<file path="config.mk">
export PLATFORM = sky130hd
export DESIGN_NAME = tlik_cordic_cell
export DESIGN_NICKNAME = d
export VERILOG_FILES = /design/src/rtl/tlik_pkg.sv /design/src/rtl/tlik_cordic_cell.sv
export SDC_FILE = /design/constraint.sdc
export NUM_CORES = 1
export LEC_CHECK = 0
export BUFFER_PORTS_ARGS = -buffer_cell sky130_fd_sc_hd__buf_2
export CAP_MARGIN = 30
export CELL_PAD_IN_SITES_DETAIL_PLACEMENT = 1
export CELL_PAD_IN_SITES_GLOBAL_PLACEMENT = 2
export CORE_MARGIN = 2
export CORE_UTILIZATION = 36
export CTS_CLUSTER_DIAMETER = 80
export CTS_CLUSTER_SIZE = 40
export DETAILED_ROUTE_END_ITERATION = 7
export GPL_TIMING_DRIVEN = 0
export PLACE_DENSITY = 0.89
export SLEW_MARGIN = 10
export SYNTH_ARGS = -nofsm -noshare
export SYNTH_HDL_FRONTEND = slang
export SYNTH_SLANG_ARGS = --single-unit
</file>
<file path="constraint.sdc">
create_clock -name clk -period 8.1 [get_ports clk]
set_clock_uncertainty 0.2 [all_clocks]
set_input_delay 1.62 -clock clk [delete_from_list [all_inputs] [get_ports clk]]
set_output_delay 1.62 -clock clk [all_outputs]
set_load 0.005 [all_outputs]
</file>
<file path="src/rtl/tlik_pkg.sv">
// package for the two-link arm inverse kinematics block
// widths, calibration tables, cordic step angles and the data types between cells
// no dependencies
`default_nettype none
package tlik_pkg;

	localparam int COORD_FRAC_BITS = 8;
	localparam int TABLE_POINTS    = 4;
	localparam int DEG_ONE         = 65536;
	localparam int CORDIC_STEPS    = 16;
	localparam int CORDIC_PRESHIFT = 8;
	localparam int SQRT_STEPS      = 21;
	localparam int DIV_STEPS       = 8;
	localparam int PWM_MIN         = 50;
	localparam int PWM_MAX         = 250;
	localparam int BIAS_SHIFT      = 7;
	localparam int INTERP_BIAS     = 1 << (BIAS_SHIFT - 1);

	localparam int TWO_L    = 15 << COORD_FRAC_BITS;
	localparam int TWO_L_SQ = TWO_L * TWO_L;

	localparam int CFG_W   = 13;
	localparam int IDX_W   = 2;
	localparam int XW      = 14;
	localparam int ZW      = 15;
	localparam int R2W     = 29;
	localparam int SQW     = 26;
	localparam int REMSQW  = 24;
	localparam int RADW    = 2 * SQRT_STEPS;
	localparam int ROOTW   = SQRT_STEPS;
	localparam int REMW    = ROOTW + 3;
	localparam int CW      = 33;
	localparam int AW      = 26;
	localparam int ANGW    = 28;
	localparam int SEGW    = 23;
	localparam int DENW    = SEGW + 1;
	localparam int NUMW    = 31;
	localparam int QW      = DIV_STEPS;
	localparam int PWMW    = 8;

	localparam logic [CFG_W-1:0] RST_SHOULDER_HEIGHT = 13'd2432;
	localparam logic [CFG_W-1:0] RST_MIN_RADIUS      = 13'd1024;
	localparam logic [CFG_W-1:0] RST_MAX_RADIUS      = 13'd3840;

	localparam int LIFT_DEG   [TABLE_POINTS] = '{0, 50, 55, 90};
	localparam int LIFT_PULSE [TABLE_POINTS] = '{220, 200, 150, 130};
	localparam int REACH_DEG  [TABLE_POINTS] = '{25, 45, 80, 140};
	localparam int REACH_PULSE[TABLE_POINTS] = '{130, 150, 180, 230};

	typedef enum logic [IDX_W-1:0] {
		REG_SHOULDER_HEIGHT = 2'd0,
		REG_MIN_RADIUS      = 2'd1,
		REG_MAX_RADIUS      = 2'd2
	} reg_idx_t;

	typedef struct packed {
		logic [RADW-1:0]  rad;
		logic [REMW-1:0]  rem;
		logic [ROOTW-1:0] root;
	} sqrt_t;

	typedef struct packed {
		logic signed [CW-1:0] x;
		logic signed [CW-1:0] y;
		logic signed [AW-1:0] ang;
	} cordic_t;

	typedef struct packed {
		logic [NUMW-1:0] num;
		logic [DENW-1:0] den;
		logic [QW-1:0]   q;
	} div_t;

	typedef struct packed {
		logic                 reach;
		logic signed [XW-1:0] x;
		logic signed [ZW-1:0] z;
	} sb_t;

	typedef struct packed {
		logic reach;
		logic zero;
	} flag_t;

	typedef struct packed {
		logic              cst;
		logic [PWMW-1:0]   ycst;
		logic [PWMW-1:0]   ya;
		logic signed [7:0] dy;
		logic [SEGW-1:0]   diff;
		logic [SEGW-1:0]   d;
	} seg_t;

	typedef struct packed {
		logic            cst;
		logic [PWMW-1:0] ycst;
		logic [PWMW-1:0] ya;
	} side_t;

	function automatic logic signed [AW-1:0] step_angle(input int i);
		logic signed [AW-1:0] a;
		unique case (i)
			0:  a = AW'(2949120);
			1:  a = AW'(1740967);
			2:  a = AW'(919879);
			3:  a = AW'(466945);
			4:  a = AW'(234379);
			5:  a = AW'(117304);
			6:  a = AW'(58666);
			7:  a = AW'(29335);
			8:  a = AW'(14668);
			9:  a = AW'(7334);
			10: a = AW'(3667);
			11: a = AW'(1833);
			12: a = AW'(917);
			13: a = AW'(458);
			14: a = AW'(229);
			15: a = AW'(115);
			default: a = '0;
		endcase
		return a;
	endfunction

	function automatic cordic_t pre_rotate(input logic signed [CW-1:0] x,
		input logic signed [CW-1:0] y);
		cordic_t c;
		c.x   = x;
		c.y   = y;
		c.ang = '0;
		if (x < 0) begin
			if (y >= 0) begin
				c.ang = AW'(90 * DEG_ONE);
				c.x   = y;
				c.y   = -x;
			end else begin
				c.ang = AW'(-90 * DEG_ONE);
				c.x   = -y;
				c.y   = x;
			end
		end
		return c;
	endfunction

	function automatic int pt_deg(input logic lift, input int i);
		return lift ? LIFT_DEG[i] : REACH_DEG[i];
	endfunction

	function automatic int pt_pwm(input logic lift, input int i);
		return lift ? LIFT_PULSE[i] : REACH_PULSE[i];
	endfunction

	function automatic seg_t seg_select(input logic signed [ANGW-1:0] a, input logic lift);
		seg_t s;
		logic found;
		logic signed [ANGW-1:0] xa;
		logic signed [ANGW-1:0] xb;
		s      = '0;
		found  = 1'b0;
		s.cst  = 1'b1;
		s.ycst = PWMW'(pt_pwm(lift, TABLE_POINTS - 1));
		if (a <= ANGW'(pt_deg(lift, 0) * DEG_ONE)) begin
			s.ycst = PWMW'(pt_pwm(lift, 0));
		end else begin
			for (int i = 1; i < TABLE_POINTS; i++) begin
				xa = ANGW'(pt_deg(lift, i - 1) * DEG_ONE);
				xb = ANGW'(pt_deg(lift, i) * DEG_ONE);
				if (!found && a <= xb) begin
					found  = 1'b1;
					s.cst  = 1'b0;
					s.ya   = PWMW'(pt_pwm(lift, i - 1));
					s.dy   = 8'(pt_pwm(lift, i) - pt_pwm(lift, i - 1));
					s.diff = SEGW'(a - xa);
					s.d    = SEGW'(xb - xa);
				end
			end
		end
		return s;
	endfunction

endpackage
`default_nettype wire

</file>
<file path="src/rtl/tlik_cordic_cell.sv">
// one vectoring step of the atan2 cordic
// depends on tlik_pkg
`default_nettype none
module tlik_cordic_cell #(
	parameter int STEP = 0
) (
	input  logic             clk,
	input  logic             en,
	input  tlik_pkg::cordic_t d_in,
	output tlik_pkg::cordic_t d_out
);
	import tlik_pkg::*;

	logic signed [CW-1:0] xi;
	logic signed [CW-1:0] yi;
	logic signed [AW-1:0] ai;
	logic signed [CW-1:0] xs;
	logic signed [CW-1:0] ys;
	cordic_t              nxt;

	always_comb begin
		xi = $signed(d_in.x);
		yi = $signed(d_in.y);
		ai = $signed(d_in.ang);
		xs = xi >>> STEP;
		ys = yi >>> STEP;
		if (yi > 0) begin
			nxt.x   = xi + ys;
			nxt.y   = yi - xs;
			nxt.ang = ai + step_angle(STEP);
		end else begin
			nxt.x   = xi - ys;
			nxt.y   = yi + xs;
			nxt.ang = ai - step_angle(STEP);
		end
	end

	always_ff @(posedge clk) begin
		if (en) begin
			d_out <= nxt;
		end
	end
endmodule
`default_nettype wire

</file>
# == After elaboration in Yosys (flattened, before gate mapping) ==
# Index checks and enable logic that the tools add are counted.
# word_totals
register_bits,92
inputBits,94
out_inout_bits,92
wordCells,10
# op_classes
add_sub_neg,5
order_cmp,1
n_mux,1
# op_table
operator,count
92-bit two-way mux,1
33-bit subtractor,2
33-bit adder,1
33-bit by 1-bit > comparator with 1-bit output (second input constant),1
26-bit by 23-bit adder with 26-bit output (second input constant),1
26-bit by 23-bit subtractor with 26-bit output (second input constant),1

# == Longest topological paths before layout ==
# Gate-level depths: netlist (run 1).
# depth
ltp_word,2
ltp_mapped,16

# == Worst setup path after synthesis (run 1) ==
# OpenSTA, ideal clock, no wires.
# synth_path
kind,input to register
from,input d_in[53] in the netlist's numbering
to,"register d_out[25] in the netlist's numbering, data pin"
setup_ns,0.259
t_arrival_ns,4.446
t_required_ns,7.641
path_slack_ns,3.195
cell_stages,16
path_buffers,3
cell_sequence,nor4_1 nand4_1 nor2_1 or2_1 clkbuf_1 buf_2 buf_1 ha_1 a21o_1 a21oi_1 o21ai_1 a21oi_1 o21ai_1 a21o_1 a21oi_1 xnor2_1
# synth_rtl
item,line,source
from (decl),tlik_cordic_cell.sv:9,"input tlik_pkg::cordic_t d_in,"
to (signal assigned),tlik_cordic_cell.sv:40,d_out <= nxt;
to (decl),tlik_cordic_cell.sv:10,output tlik_pkg::cordic_t d_out

==> flow_metrics.py, run 1 <==
metrics = {
    "clock_network": {
        "cts_buffers": 9,
        "cts_tree": "built",
        "clock-root-buffer": "clkbuf_16",
        "clkTransAtPathRegs_ps": 70,
        "post_cts_buffers": 0,
        "cts_max_path_buffers": 2,
        "cts_resized": 0,
        "cts_sinks": 91,
        "hold_buffers": 0,
        "h-tree-depth": 3,
    },
    "run_status": {
        "status": "finished, final reports clean",
    },
    "critical_path": {
        "startpoint_type": "primary input",
        "crit_type": "primary input to flop",
        "crit_path_end_kind": "flop",
        "critPathMaxFanout": 10,
        "required_ps": 8010,
        "worst_ep_arrival_time_ps": 5970,
    },
    "finish": {
        "layoutNonFillerInstCount": 1578,
        "largest_register_ffs": 91,
        "regMostFlops": "d_out",
        "finalNetCount": 1451,
        "antennaDiodeCount": 0,
        "fill_cells": 2965,
        "area_delta_synth_final_pct": 19.0,
        "reg.largest.list": "d_out x91",
        "drive_above_1_share_pct": 19.1,
    },
    "sta": {
        "final.setup.tns_ps": 0,
        "clock.fmax_mhz": 165,
        "slew_viol_final": 0,
        "tightestPinTransition_ps": 1070,
        "slew-limit-headroom_pct": 26.7,
        "rsz0062_at_grt": "false",
        "hold_viol": 0,
        "fin_crit_sh_pct": 74.8,
        "fin_crit_ps": 6060,
        "finalSetupViolCount": 0,
        "holdWs_ps": 1220,
    },
    "yosys": {
        "yosysUniqueCellTypes": 75,
        "ys_ff_latch": 91,
        "synth_top_area_cell": "edfxtp_1",
        "ys_warn_count": 0,
        "yosys-top-cells-count": "a21oi_1, ha_1, inv_1",
        "ys.flop_type": "edfxtp_1",
        "postSynthAreaPerCell_sq_um": 8.59,
        "yosysSeqAreaShare_pct": 30.3,
        "synth_nets": 1252,
        "synth_top_area_share_pct": 30.3,
        "synth_most_common_cell": "a21oi_1",
        "async_reset_ff_share_pct": 0,
        "yosys-top-cells-area": "edfxtp_1, ha_1, a21oi_1",
        "netlist_area_sq_um": 9020,
        "syn_inst": 1050,
        "synth-edff-count": 91,
    },
    "detailed_routing": {
        "ant_nets": 0,
        "drtIter0Drc": 639,
        "drc": 0,
        "vias": 8976,
        "vias_per_cell": 5.69,
        "drt-total-wl_um": 34500,
        "wl_per_cell_um": 21.8,
        "dr.pass1.iters": 5,
    },
    "floorplanning": {
        "core_sq_um": 24500,
        "die_h_um": 162,
        "initial_core_util_pct": 36.9,
        "rows": 57,
        "ioPinCount": 186,
        "design.die.area_sq_um": 26300,
        "die_x_um": 162,
    },
    "placed_design": {
        "dp_cells": 1561,
        "port_buffers": 185,
        "dpl.hpwl_um": 27800,
        "gp_congestion": 0.908,
    },
    "pwr": {
        "p_per_area_nw_per_um2": 167,
        "p_leak_uw": 0.00468,
        "ir_drop_uv": 70.4,
    },
    "hold_path": {
        "hold_class": "primary input to flop",
    },
    "global_route": {
        "grt_pass1_vias": 9065,
        "grt_pass1_wl_um": 52700,
        "antenna_found_initial": 0,
        "grt_max_degree": 59,
        "gr-total-overflow": 0,
        "grt_use_total_pct": 26.2,
    },
    "flow_run": {
        "maxCapViolations": 0,
    },
}
## worst max-delay path, cell delays in order
cell and delay (ps):
buf_2 140, nor4_1 690, nand4_1 160, nor2_1 130, or2_1 100, clkbuf_1 350
buf_2 380, buf_1 560, buf_6 240, ha_1 240, a21o_1 160, a21oi_1 220
o21ai_1 80, a21oi_1 260, o21ai_1 160, a21o_1 200, a21oi_1 170, xnor2_1 90
## metal layers
metal  track usage [%]  routed length (um)  up-vias  part of all wire (%)
met2              42.6               15700      346                    46
met1              35.3               15500     4354                    45
met3              3.93                2220       56                   6.4
met4              9.49                1100        0                   3.2
li1                  -                   -     4220                     -
met5                 0                   0        -                     0
## cells in the final DEF, fill, tap and decap left out, types with 6 or more instances in the layout
cell / Yosys / final
buf_2: 10 / 194
a21oi_1: 112 / 112
ha_1: 104 / 104
inv_1: 102 / 102
edfxtp_1: 91 / 91
nor2_1: 80 / 80
xnor2_1: 60 / 60
nand2_1: 46 / 46
o21ai_0: 45 / 45
o21ai_1: 32 / 32
a21o_1: 29 / 29
nor3_1: 29 / 29
clkbuf_1: 26 / 27
o211ai_1: 19 / 19
nand3_1: 18 / 18
nand4_1: 16 / 16
o21a_1: 16 / 16
nor2b_1: 15 / 15
nor4_1: 14 / 14
a211oi_1: 13 / 13
o21bai_1: 13 / 13
xor2_1: 12 / 12
a31oi_1: 12 / 12
mux2i_1: 10 / 10
buf_1: 9 / 9
clkbuf_16: 0 / 9
o31ai_1: 8 / 8
inv_2: 6 / 6
o41ai_1: 6 / 6
a2111oi_0: 6 / 6
and3_1: 6 / 6
## worst paths after layout
check	startpoint	endpoint	slack, ps	depth (start not counted)
max	d_in[44]	d_out[25]$_DFFE_PP_	2040	18
min	d_in[14]	d_out[14]$_DFFE_PP_	1220	1
## area by class of cell
| type | instances | area, sq um | area share [%] |
|---|---|---|---|
| clock buffers | 10 | 229 | 2.13 |
| repair buffers | 188 | 982 | 9.15 |
| inverters | 109 | 409 | 3.81 |
| clock inverters | 6 | 96.3 | 0.897 |
| multi-input cells | 804 | 5690 | 53.0 |
| plain buffers | 46 | 189 | 1.76 |
| well taps | 324 | 405 | 3.78 |
| flip-flops and latches | 91 | 2730 | 25.5 |
## through the flow
stage | utilization [%] | total power (uW) | worst slack (ps) | cell area (sq um)
after CTS | 43.8 | 1790 | 1830 | 10700
final | 43.9 | 1790 | 2040 | 10700
after detailed placement | 42.5 | 1310 | 1460 | 10400
after floorplan | - | 1040 | 3190 | 9020
after global routing | 43.9 | 1890 | 1780 | 10700
after global placement | 42.3 | 1300 | 1590 | 10400
## report_power, final
group	internal, uW	switching, uW	total [uW]
registers	614	16.2	631
logic	257	427	684
clock network	275	205	479
total	1150	647	1790
## cells by family (layout without fill, tap and decap cells)
logic type	Yosys count	in the layout	synth area share (%)
xor gates and xnor gates	72	72	6.99
adders and majority gates	108	108	15.3
and+or+nand+nor	259	259	14.2
AOI/OAI and AO/OA	353	353	25.2
muxes	12	12	1.36
buffers and inverters	155	359	6.63
DFF	91	91	30.3
(Power assumes the default switching activity.)
==> run 2, diff against run 1 <==
--- a/config.mk
+++ b/config.mk
@@ -10,12 +10,12 @@
 export CELL_PAD_IN_SITES_DETAIL_PLACEMENT = 1
 export CELL_PAD_IN_SITES_GLOBAL_PLACEMENT = 2
 export CORE_MARGIN = 2
-export CORE_UTILIZATION = 36
+export CORE_UTILIZATION = 34
 export CTS_CLUSTER_DIAMETER = 80
 export CTS_CLUSTER_SIZE = 40
 export DETAILED_ROUTE_END_ITERATION = 7
 export GPL_TIMING_DRIVEN = 0
-export PLACE_DENSITY = 0.89
+export PLACE_DENSITY = 0.85
 export SLEW_MARGIN = 10
 export SYNTH_ARGS = -nofsm -noshare
 export SYNTH_HDL_FRONTEND = slang
==> constraint.sdc (replaced) <==
create_clock -name clk -period 6.3 [get_ports clk]
set_clock_uncertainty 0.2 [all_clocks]
set_input_delay 1.26 -clock clk [delete_from_list [all_inputs] [get_ports clk]]
set_output_delay 1.26 -clock clk [all_outputs]
set_load 0.005 [all_outputs]
==> flow_metrics.py, run 2 (same netlist as run 1, synthesis figures left out) <==
metrics = {
    "critical_path": {
        "crit_path_end": "d_out[25]$_DFFE_PP_",
        "path_depth": 17,
        "path_delay_family": "buffers and inverters",
        "crit_chain": "buf_2 > nor4_1 > nand4_1 > nor2_1 > or2_1 > clkbuf_1 > buf_2 > buf_1 > ha_1 > a21o_1 > a21oi_1 > o21ai_1 > a21oi_1 > o21ai_1 > a21o_1 > a21oi_1 > xnor2_1",
        "startpoint_type": "primary input",
        "cp-startpoint": "d_in[45]",
        "critPathMaxFanout": 10,
        "crit_type": "primary input to flop",
        "worst_ep_arrival_time_ps": 5410,
        "crit_path_end_kind": "flop",
        "crit_path_frequent_cell": "a21oi_1",
        "path_buf_inv": 4,
        "required_ps": 6210,
        "slowest_delay_ps": 710,
        "slowest_stage": "nor4_1",
    },
    "placed_design": {
        "port_buffers": 185,
        "dpl.hpwl_um": 28400,
        "gp_congestion": 0.920,
        "dp_slack_ps": 27.1,
    },
    "clock_network": {
        "clkTransAtPathRegs_ps": 70,
        "cts_max_path_buffers": 2,
        "post_cts_buffers": 0,
        "cts_resized": 0,
        "clock-root-buffer": "clkbuf_16",
        "cts_buffers": 9,
        "hold_buffers": 0,
        "h-tree-depth": 3,
        "cts_tree": "built",
        "cts_sinks": 91,
    },
    "detailed_routing": {
        "ant_nets": 0,
        "dr.pass1.iters": 5,
        "drtIter0Drc": 681,
        "wl_per_cell_um": 22.0,
        "vias_per_cell": 5.61,
        "drc": 0,
        "vias": 8919,
        "drt-total-wl_um": 34900,
    },
    "sta": {
        "setup_ws_ps": 795,
        "fin_crit_sh_pct": 87.4,
        "holdWs_ps": 868,
        "hold_viol": 0,
        "finalSetupViolCount": 0,
        "final.setup.tns_ps": 0,
        "tightestPinTransition_ps": 1060,
        "rsz0062_at_grt": "false",
        "clock.fmax_mhz": 182,
        "slew-limit-headroom_pct": 27.3,
        "fin_crit_ps": 5500,
        "slew_viol_final": 0,
    },
    "global_route": {
        "grt_util_met1_pct": 33.9,
        "met2_usage_pct": 40.4,
        "gr-total-overflow": 0,
        "antenna_found_initial": 0,
        "grt_use_total_pct": 24.6,
        "grt_pass1_vias": 9087,
        "grt_max_degree": 58,
        "busiest_layer": "met2",
        "met3_usage_pct": 3.45,
        "grt_pass1_wl_um": 53200,
    },
    "hold_path": {
        "hold_path_depth": 1,
        "hold_class": "primary input to flop",
    },
    "finish": {
        "layout_common_cells": "buf_2, a21oi_1, ha_1",
        "finalNetCount": 1451,
        "regMostFlops": "d_out",
        "drive_above_1_share_pct": 19.1,
        "reg.largest.list": "d_out x91",
        "fill_cells": 3177,
        "largest_register_ffs": 91,
        "area_delta_synth_final_pct": 18.6,
        "antennaDiodeCount": 0,
        "layout_commonest_cell": "buf_2",
    },
    "pwr": {
        "p_per_area_nw_per_um2": 208,
        "p_leak_uw": 0.00465,
        "ir_drop_uv": 102,
    },
    "run_status": {
        "status": "finished, final reports clean",
    },
    "floorplanning": {
        "design.die.area_sq_um": 27900,
        "ioPinCount": 186,
        "rows": 59,
        "die_h_um": 167,
        "die_x_um": 167,
        "initial_core_util_pct": 34.6,
        "core_sq_um": 26100,
    },
    "flow_run": {
        "maxCapViolations": 0,
    },
}
-- run 2: worst min path at each step --
| stage | endpoint | from |
|---|---|---|
| after CTS | d_out[8]$_DFFE_PP_ | d_in[8] |
| after global placement | d_out[8]$_DFFE_PP_ | d_in[8] |
| after global routing | d_out[2]$_DFFE_PP_ | d_in[2] |
| after floorplan | d_out[0]$_DFFE_PP_ | d_in[0] |
| final | d_out[2]$_DFFE_PP_ | d_in[2] |
| after detailed placement | d_out[8]$_DFFE_PP_ | d_in[8] |
-- run 2: layout make-up --
cell class / instances / area (sq um) / area share (%)
inverters: 109 / 409 / 3.82
repair buffers: 188 / 982 / 9.18
multi-input cells: 804 / 5690 / 53.2
clock inverters: 6 / 50.0 / 0.468
flip-flops and latches: 91 / 2730 / 25.5
well taps: 335 / 419 / 3.92
plain buffers: 46 / 189 / 1.77
clock buffers: 10 / 229 / 2.14
-- run 2: report_power, final --
| group | internal (uW) | total [uW] | switching, uW |
|---|---|---|---|
| Sequential | 790 | 811 | 21.3 |
| Clock | 272 | 537 | 265 |
| Combinational | 331 | 877 | 546 |
-- run 2: layer usage --
layer,up-vias,share of wire (%)
met3,45,6.3
met5,-,0
met2,340,46
li1,4210,-
met1,4324,45
met4,0,2.1
-- run 2: through the flow --
stage                     utilization, %  cells  power [uW]  instance area [sq um]
after floorplan                        -   1050        1340                   9020
after global placement              39.8   1570        1670                  10400
after detailed placement            40.0   1572        1690                  10400
after CTS                           41.0   1588        2230                  10700
after global routing                41.1   1589        2340                  10700
final                               41.1   1589        2220                  10700
==> run 3, diff against run 2 <==
--- a/config.mk
+++ b/config.mk
@@ -7,15 +7,13 @@
 export LEC_CHECK = 0
 export BUFFER_PORTS_ARGS = -buffer_cell sky130_fd_sc_hd__buf_2
 export CAP_MARGIN = 30
-export CELL_PAD_IN_SITES_DETAIL_PLACEMENT = 1
-export CELL_PAD_IN_SITES_GLOBAL_PLACEMENT = 2
 export CORE_MARGIN = 2
-export CORE_UTILIZATION = 34
+export CORE_UTILIZATION = 50
 export CTS_CLUSTER_DIAMETER = 80
 export CTS_CLUSTER_SIZE = 40
 export DETAILED_ROUTE_END_ITERATION = 7
 export GPL_TIMING_DRIVEN = 0
-export PLACE_DENSITY = 0.85
+export PLACE_DENSITY = 0.76
 export SLEW_MARGIN = 10
 export SYNTH_ARGS = -nofsm -noshare
 export SYNTH_HDL_FRONTEND = slang
==> flow_metrics.py, run 3 (same netlist as run 1, synthesis figures left out) <==
metrics = {
    "critical_path": {
        "worst_ep_arrival_time_ps": 5840,
        "crit_path_end_kind": "flop",
        "crit_type": "primary input to flop",
        "critPathMaxFanout": 14,
        "startpoint_type": "primary input",
        "required_ps": 6200,
    },
    "finish": {
        "antennaDiodeCount": 0,
        "reg.largest.list": "d_out x91",
        "layout_commonest_cell": "buf_2",
        "layout_common_cells": "buf_2, a21oi_1, ha_1",
        "finalNetCount": 1450,
        "area_delta_synth_final_pct": 17.3,
        "largest_register_ffs": 91,
        "regMostFlops": "d_out",
        "drive_above_1_share_pct": 19.2,
    },
    "sta": {
        "clock.fmax_mhz": 168,
        "hold_viol": 0,
        "fin_crit_sh_pct": 94.3,
        "tightestPinTransition_ps": 1060,
        "fin_crit_ps": 5940,
        "rsz0062_at_grt": "false",
        "slew_viol_final": 0,
        "final.setup.tns_ps": 0,
        "holdWs_ps": 872,
        "finalSetupViolCount": 0,
        "slew-limit-headroom_pct": 27.8,
        "setup_ws_ps": 360,
    },
    "floorplanning": {
        "die_x_um": 138,
        "initial_core_util_pct": 50.6,
        "design.die.area_sq_um": 19100,
        "ioPinCount": 186,
        "rows": 49,
        "die_h_um": 138,
        "core_sq_um": 17800,
    },
    "detailed_routing": {
        "ant_nets": 0,
        "drtIter0Drc": 978,
        "dr.pass1.iters": 5,
        "vias_per_cell": 6.04,
        "vias": 8957,
        "drc": 0,
        "drt-total-wl_um": 30800,
        "wl_per_cell_um": 20.8,
    },
    "placed_design": {
        "dpl.hpwl_um": 24600,
        "gp_congestion": 1.00,
        "port_buffers": 185,
        "dp_slack_ps": 156,
    },
    "clock_network": {
        "hold_buffers": 0,
        "cts_tree": "built",
        "cts_max_path_buffers": 2,
        "h-tree-depth": 3,
        "cts_resized": 0,
        "clkTransAtPathRegs_ps": 70,
        "post_cts_buffers": 0,
        "clock-root-buffer": "clkbuf_16",
        "cts_sinks": 91,
        "cts_buffers": 9,
    },
    "global_route": {
        "antenna_found_initial": 0,
        "gr-total-overflow": 0,
        "grt_max_degree": 58,
        "grt_use_total_pct": 31.5,
        "grt_pass1_vias": 8478,
        "grt_pass1_wl_um": 47600,
    },
    "pwr": {
        "p_total_uw": 2230,
        "ir_drop_uv": 140,
        "p_per_area_nw_per_um2": 211,
        "p_leak_uw": 0.00465,
    },
    "flow_run": {
        "maxCapViolations": 0,
    },
    "hold_path": {
        "hold_class": "primary input to flop",
    },
    "run_status": {
        "status": "finished, final reports clean",
    },
}
==> run 3: cell types whose count changed in the layout (fill, tap and decap cells not counted) <==
cell,delta
buf_6,-1
bufinv_16,+1
clkbuf_1,-1
clkinv_2,+1
clkinv_4,-3
clkinvlp_4,+1
inv_6,+1
==> run 3: through the flow <==
step,utilization [%],instances,area [sq um]
floorplan,-,1050,9020
global placement,57.4,1464,10200
detailed placement,57.6,1466,10300
CTS,59.3,1482,10600
global route,59.3,1482,10600
finish,59.3,1482,10600
==> run 3: worst max-delay path: stages <==
cell and delay, ps:
buf_2 130, nor4_1 660, nand4_1 330, nor2_1 150, or2_1 100, clkbuf_1 340, buf_2 370, buf_1 810
ha_1 390, a21o_1 160, a21oi_1 230, o21ai_1 100, a21oi_1 210, o21ai_1 140, a21o_1 190, a21oi_1 170
xnor2_1 90
==> run 3: metal layers <==
layer | global-route usage [%] | wire [um]
met2 | 50.2 | 14200
met4 | 9.72 | 850
met1 | 43.9 | 13200
met5 | 0 | 0
met3 | 5.78 | 2540
==> run 3: report_power, final <==
| part | internal [uW] | total (uW) | leakage, uW | switching (uW) |
|---|---|---|---|---|
| clock network | 310 | 565 | 0.000138 | 256 |
| registers | 790 | 810 | 0.000891 | 20.5 |
| logic | 329 | 854 | 0.00363 | 525 |
| total | 1430 | 2230 | 0.00465 | 801 |
==> run 3: layout make-up <==
type | count | area [sq um]
multi-input cells | 804 | 5690
plain buffers | 46 | 189
inverters | 109 | 409
repair buffers | 187 | 971
fillers | 1676 | 7260
clock inverters | 7 | 75.1
well taps | 229 | 287
clock buffers | 9 | 225
flip-flops and latches | 91 | 2730
==> run 3: worst paths after layout <==
path             endpoint  slack [ps]  cells past startpoint     start
max   d_out[25]$_DFFE_PP_         360                     17  d_in[56]
min   d_out[11]$_DFFE_PP_         870                      1  d_in[11]
